$ cat src/design/csac_pkg.sv
// Shared types, constants and codes for the coherent set-associative cache lookup.
package csac_pkg;

  localparam int ADDR_BITS    = 32;
  localparam int OFFSET_BITS  = 4;
  localparam int INDEX_BITS   = 6;
  localparam int TAG_BITS     = ADDR_BITS - OFFSET_BITS - INDEX_BITS;
  localparam int NUM_SETS     = 1 << INDEX_BITS;
  localparam int DEF_MAX_WAYS = 4;
  localparam int CFG_DATA_W   = 3;

  localparam logic [1:0] CMD_LOAD        = 2'd0;
  localparam logic [1:0] CMD_STORE       = 2'd1;
  localparam logic [1:0] CMD_SNOOP_LOAD  = 2'd2;
  localparam logic [1:0] CMD_SNOOP_STORE = 2'd3;

  localparam logic [1:0] PROTO_NONE = 2'd0;
  localparam logic [1:0] PROTO_VI   = 2'd1;
  localparam logic [1:0] PROTO_MSI  = 2'd2;

  localparam logic [1:0] ST_INVALID  = 2'd0;
  localparam logic [1:0] ST_VALID    = 2'd1;
  localparam logic [1:0] ST_SHARED   = 2'd2;
  localparam logic [1:0] ST_MODIFIED = 2'd3;

  localparam logic REG_PROTOCOL_MODE = 1'b0;
  localparam logic REG_WAYS_IN_USE   = 1'b1;

  localparam logic [2:0] WAYS_RESET = 3'd4;

  typedef logic cfg_idx_t;
  typedef logic [CFG_DATA_W-1:0] cfg_data_t;

  typedef struct packed {
    logic [1:0]  command;
    logic [31:0] address;
  } csac_in_t;

  typedef struct packed {
    logic       hit;
    logic       writeback;
    logic       upgrade_miss;
    logic       snoop_seen;
    logic       snoop_hit;
    logic [1:0] way_used;
    logic [5:0] set_used;
  } csac_out_t;

  typedef struct packed {
    logic [TAG_BITS-1:0] tag;
    logic [1:0]          state;
    logic                dirty;
  } line_t;

  typedef struct packed {
    logic [1:0] cmd;
    logic [1:0] proto;
    logic       hit;
  } upd_ctl_t;

  typedef struct packed {
    logic wb;
    logic upg;
  } upd_flags_t;

endpackage

$ cat src/design/csac_line_upd.sv
// Next-state logic for one cache line: fill, store hit and snoop transitions.
module csac_line_upd (
  input  csac_pkg::upd_ctl_t                 ctl,
  input  logic [csac_pkg::TAG_BITS-1:0]      tag_i,
  input  csac_pkg::line_t                    line_i,
  output csac_pkg::line_t                    line_o,
  output csac_pkg::upd_flags_t               flags
);
  import csac_pkg::*;

  logic is_local;
  logic is_store;
  logic is_msi;

  assign is_local = (ctl.cmd == CMD_LOAD) || (ctl.cmd == CMD_STORE);
  assign is_store = (ctl.cmd == CMD_STORE);
  assign is_msi   = (ctl.proto == PROTO_MSI);

  always_comb begin
    line_o = line_i;
    flags  = '0;
    if (is_local) begin
      if (ctl.hit) begin
        if (is_store) begin
          flags.upg    = is_msi && (line_i.state == ST_SHARED);
          line_o.dirty = 1'b1;
          if (is_msi) begin
            line_o.state = ST_MODIFIED;
          end
        end
      end else begin
        flags.wb     = (line_i.state != ST_INVALID) && line_i.dirty;
        line_o.tag   = tag_i;
        line_o.dirty = is_store;
        if (is_msi) begin
          line_o.state = is_store ? ST_MODIFIED : ST_SHARED;
        end else begin
          line_o.state = ST_VALID;
        end
      end
    end else if (ctl.hit) begin
      unique case (ctl.proto)
        PROTO_VI: begin
          if (line_i.state == ST_VALID) begin
            line_o.state = ST_INVALID;
            line_o.dirty = 1'b0;
            flags.wb     = line_i.dirty;
          end
        end
        PROTO_MSI: begin
          if (ctl.cmd == CMD_SNOOP_LOAD) begin
            if (line_i.state == ST_MODIFIED) begin
              line_o.state = ST_SHARED;
              line_o.dirty = 1'b0;
              flags.wb     = 1'b1;
            end
          end else begin
            flags.wb     = (line_i.state == ST_MODIFIED);
            line_o.state = ST_INVALID;
            line_o.dirty = 1'b0;
          end
        end
        default: begin
          line_o = line_i;
        end
      endcase
    end
  end

endmodule

$ cat config.mk
export PLATFORM = sky130hd
export DESIGN_NAME = csac_line_upd
export DESIGN_NICKNAME = d
export VERILOG_FILES = /design/src/design/csac_pkg.sv /design/src/design/csac_line_upd.sv
export SDC_FILE = /design/constraint.sdc
export NUM_CORES = 1
export LEC_CHECK = 0
export BUFFER_PORTS_ARGS = -buffer_cell sky130_fd_sc_hd__buf_2
export CAP_MARGIN = 40
export CORE_AREA = 2 2 45 47
export DETAILED_ROUTE_END_ITERATION = 7
export DIE_AREA = 0 0 47 49
export PLACE_DENSITY = 0.83
export SYNTH_ARGS = -nofsm -noshare
export SYNTH_HDL_FRONTEND = slang
export SYNTH_SLANG_ARGS = --single-unit
$ cat constraint.sdc
create_clock -name vclk -period 1.03
set_input_delay 0.0515 -clock vclk [all_inputs]
set_output_delay 0.0515 -clock vclk [all_outputs]
set_load 0.02 [all_outputs]
==> results.md <==
| Metric | Reported | Unit |
|---|---|---|
| Standard cell with the maximum stage delay on the critical path | sky130_fd_sc_hd__or2_4 | - |
| Net switching share of the total power | 42.0 | % |
| Data required time at the worst endpoint | 980 | ps |
| Post-route antenna net violation count | 0 | - |
| Die Footprint | 0.00230 | mm2 |
| Total iterations of the first detailed-routing run | 2 | - |
| Syn Nets | 114 | - |
| Kind of start point of the critical path | input port | - |
| Setup violations, final | 25 | - |
| Final hold slack | 413 | ps |
| Syn-to-layout area delta | 142 | % |
| DIE WIDTH | 47 | um |
| Most numerous cell in the Yosys netlist | sky130_fd_sc_hd__mux2_4 | - |
| Cells along the critical path | buf_6, or2_4, clkbuf_16, mux2_4, buf_6 | - |
| Critical path data arrival time | 1070 | ps |
| Delay of the slowest cell on the worst path | 300 | ps |
| Via count of the routed design | 829 | - |
| Final worst path period share | 109 | % |
| LEAKAGE | 0.771 | nW |
| Number of antenna violations at the first check in global routing | 0 | - |
| Initial standard-cell utilization of the core | 31.3 | % |
| Hold-fix buffers, CTS | 0 | - |
| Number of maximum-capacitance constraint violations | 0 | - |
| Cell count after synthesis | 60 | - |
| Hold_sp | tag_i[5] | - |
| Share of synthesized area occupied by flip-flops and latches | 0 | % |
| Worst Max-Slew Pin Slew | 225 | ps |
| Maximum resistive drop on vdd | 0.289 | mV |
| DR DRC count | 0 | - |
| Total routed wirelength | 2.63 | mm |
| Warning count from the yosys run | 0 | - |
| Setup repair after global routing missed its margin | yes | - |
| Clock network fraction of total power | 0 | % |
| Internal Power | 0.430 | mW |
| Count of distinct cell types in the synthesized netlist | 23 | - |
| Cell mode on critical path | sky130_fd_sc_hd__buf_6 | - |
| Leading cell types by total area after synthesis | sky130_fd_sc_hd__mux2_4 (49%), sky130_fd_sc_hd__buf_12 (6.9%), sky130_fd_sc_hd__mux2_2 (5.9%) | - |
| Tmin final | 1120 | ps |
| Number of global-route vias before repair | 772 | - |
| Final layout net count | 203 | - |
| Synth Cell Area | 577 | um2 |
| Footprint of the flip-flops and latches | 0 | um2 |
| CP endpoint kind | primary output | - |
| Site Rows | 16 | - |
| Global Route Usage Sum | 17.7 | % |
| Most used standard cells in the synthesized netlist | sky130_fd_sc_hd__mux2_4 (19), sky130_fd_sc_hd__nand2_1 (7), sky130_fd_sc_hd__inv_1 (5), sky130_fd_sc_hd__o21ai_0 (4), sky130_fd_sc_hd__mux2_2 (3) | - |
| Number of pins exceeding their max-slew limit in the final report | 0 | - |
| Sequential cells | 0 | - |
| Core Box Area | 0.00184 | mm2 |
| Fmax | 894 | MHz |
| Final Hold Vio Count | 0 | - |
| Failing checks | setup timing | - |
| Run status | complete, but fails checks | - |
| Diodes inserted | 0 | - |
| Max transition margin | 84.9 | % |
| Classification of the worst-slack hold path | input port to primary output | - |
| Via density per instance | 4.76 | - |
| Gate power share | 100.0 | % |
| Share of power burned in registers | 0 | % |
| Post-route core utilization | 75.9 | % |
| Clock tree buffer count of the final layout | 0 | - |
| Detailed Place HPWL | 1.71 | mm |
| Gpl congestion | 0.793 | - |
| Iteration-0 DRC count of the detailed router | 1 | - |
| Launching element of the worst setup path | ctl[0] | - |
| Ratio of cells with drive above 1 in the final layout | 87.1 | % |
| Critical Setup Path Class | input port to primary output | - |
| Total power divided by cell area | 530 | mW/mm2 |
| First-pass GRT wire length | 3.12 | mm |
| Biggest area consumer among synthesized cells | sky130_fd_sc_hd__mux2_4 | - |
| Worst-path maximum fanout | 6 | - |
| Post-Syn Area per Cell | 9.61 | um2 |
| Routed length per instance | 15.1 | um |
| Net switching power | 0.311 | mW |
| Overflow after GRT | 0 | - |
| Largest net degree at the start of global routing | 13 | - |
| Top cell type's share of synthesized area | 49.5 | % |
| Setup WS post-layout | -88.4 | ps |
| Top Ports | 79 | - |
| Vert. Die Dim | 49 | um |
| IO Port Bufs | 79 | - |
-- per-layer routing --
| layer | part of all wire, % | wire, um | global-route usage, % | vias up |
|---|---|---|---|---|
| met1 | 31 | 826 | 13.8 | 384 |
| met4 | 0 | 0 | 0 | 0 |
| met5 | 0 | 0 | 0 | - |
| met3 | 8.9 | 234 | 2.59 | 0 |
| li1 | - | - | - | 399 |
| met2 | 60 | 1570 | 41.3 | 46 |
-- power by group through the flow --
stage	clock, mW	sequential [mW]	combinational [mW]
after global routing	0	0	0.781
after floorplan	0	0	0.327
final	0	0	0.741
after global placement	0	0	0.513
after CTS	0	0	0.623
after detailed placement	0	0	0.525
-- critical path: cells and delay by family --
family,cells,cell delay (ps)
buffers and inverters,3,400
and+or+nand+nor,1,300
muxes,1,300
-- what timing repair did --
| action | 4_1_cts | 5_1_grt |
|---|---|---|
| resized for setup | 35 | 45 |
| setup buffers | 1 | 0 |
| cloned | 1 | 2 |
| pin swaps | 10 | 4 |
| setup endpoints to repair | 26 | 27 |
-- stage by stage --
step	TNS (ps)	setup slack (ps)	cells	total power, mW	instance area [um2]
after floorplan	-48.4	-46.4	60	0.327	591
after global placement	-2190	-242	170	0.513	1040
after detailed placement	-2600	-324	170	0.525	1040
after CTS	-1350	-75.5	172	0.623	1210
after global routing	-2170	-111	174	0.781	1400
final	-1600	-88.4	174	0.741	1400
-- kinds of logic after synthesis --
logic type | count (synthesis) | synth area share [%]
AOI/OAI and AO/OA | 13 | 15.4
adders and majority gates | 2 | 4.34
buffers and inverters | 9 | 13.0
muxes | 22 | 55.3
and+or+nand+nor | 14 | 11.9
-- path summary, 6_finish.rpt --
kind | endpoint | slack (ps) | cells past startpoint
setup / recovery | line_o[3] | -90 | 5
hold / removal | line_o[8] | 410 | 3
-- placed cells by master, fill, tap and decap left out, types with 2 or more instances in the layout --
master / count
sky130_fd_sc_hd__clkbuf_16: 2
sky130_fd_sc_hd__buf_6: 27
sky130_fd_sc_hd__ha_4: 2
sky130_fd_sc_hd__nand2_1: 6
sky130_fd_sc_hd__mux2_4: 19
sky130_fd_sc_hd__buf_4: 10
sky130_fd_sc_hd__o21ai_0: 2
sky130_fd_sc_hd__buf_8: 2
sky130_fd_sc_hd__inv_1: 3
sky130_fd_sc_hd__a21oi_1: 2
sky130_fd_sc_hd__buf_2: 48
sky130_fd_sc_hd__mux2_2: 3
-- cell type report --
class | count | area (um2)
tap | 27 | 33.8
multi-input combinational | 51 | 596
fill | 136 | 444
inverter | 5 | 21.3
timing repair buffer | 91 | 747
Power figures use the tool's default switching activity.
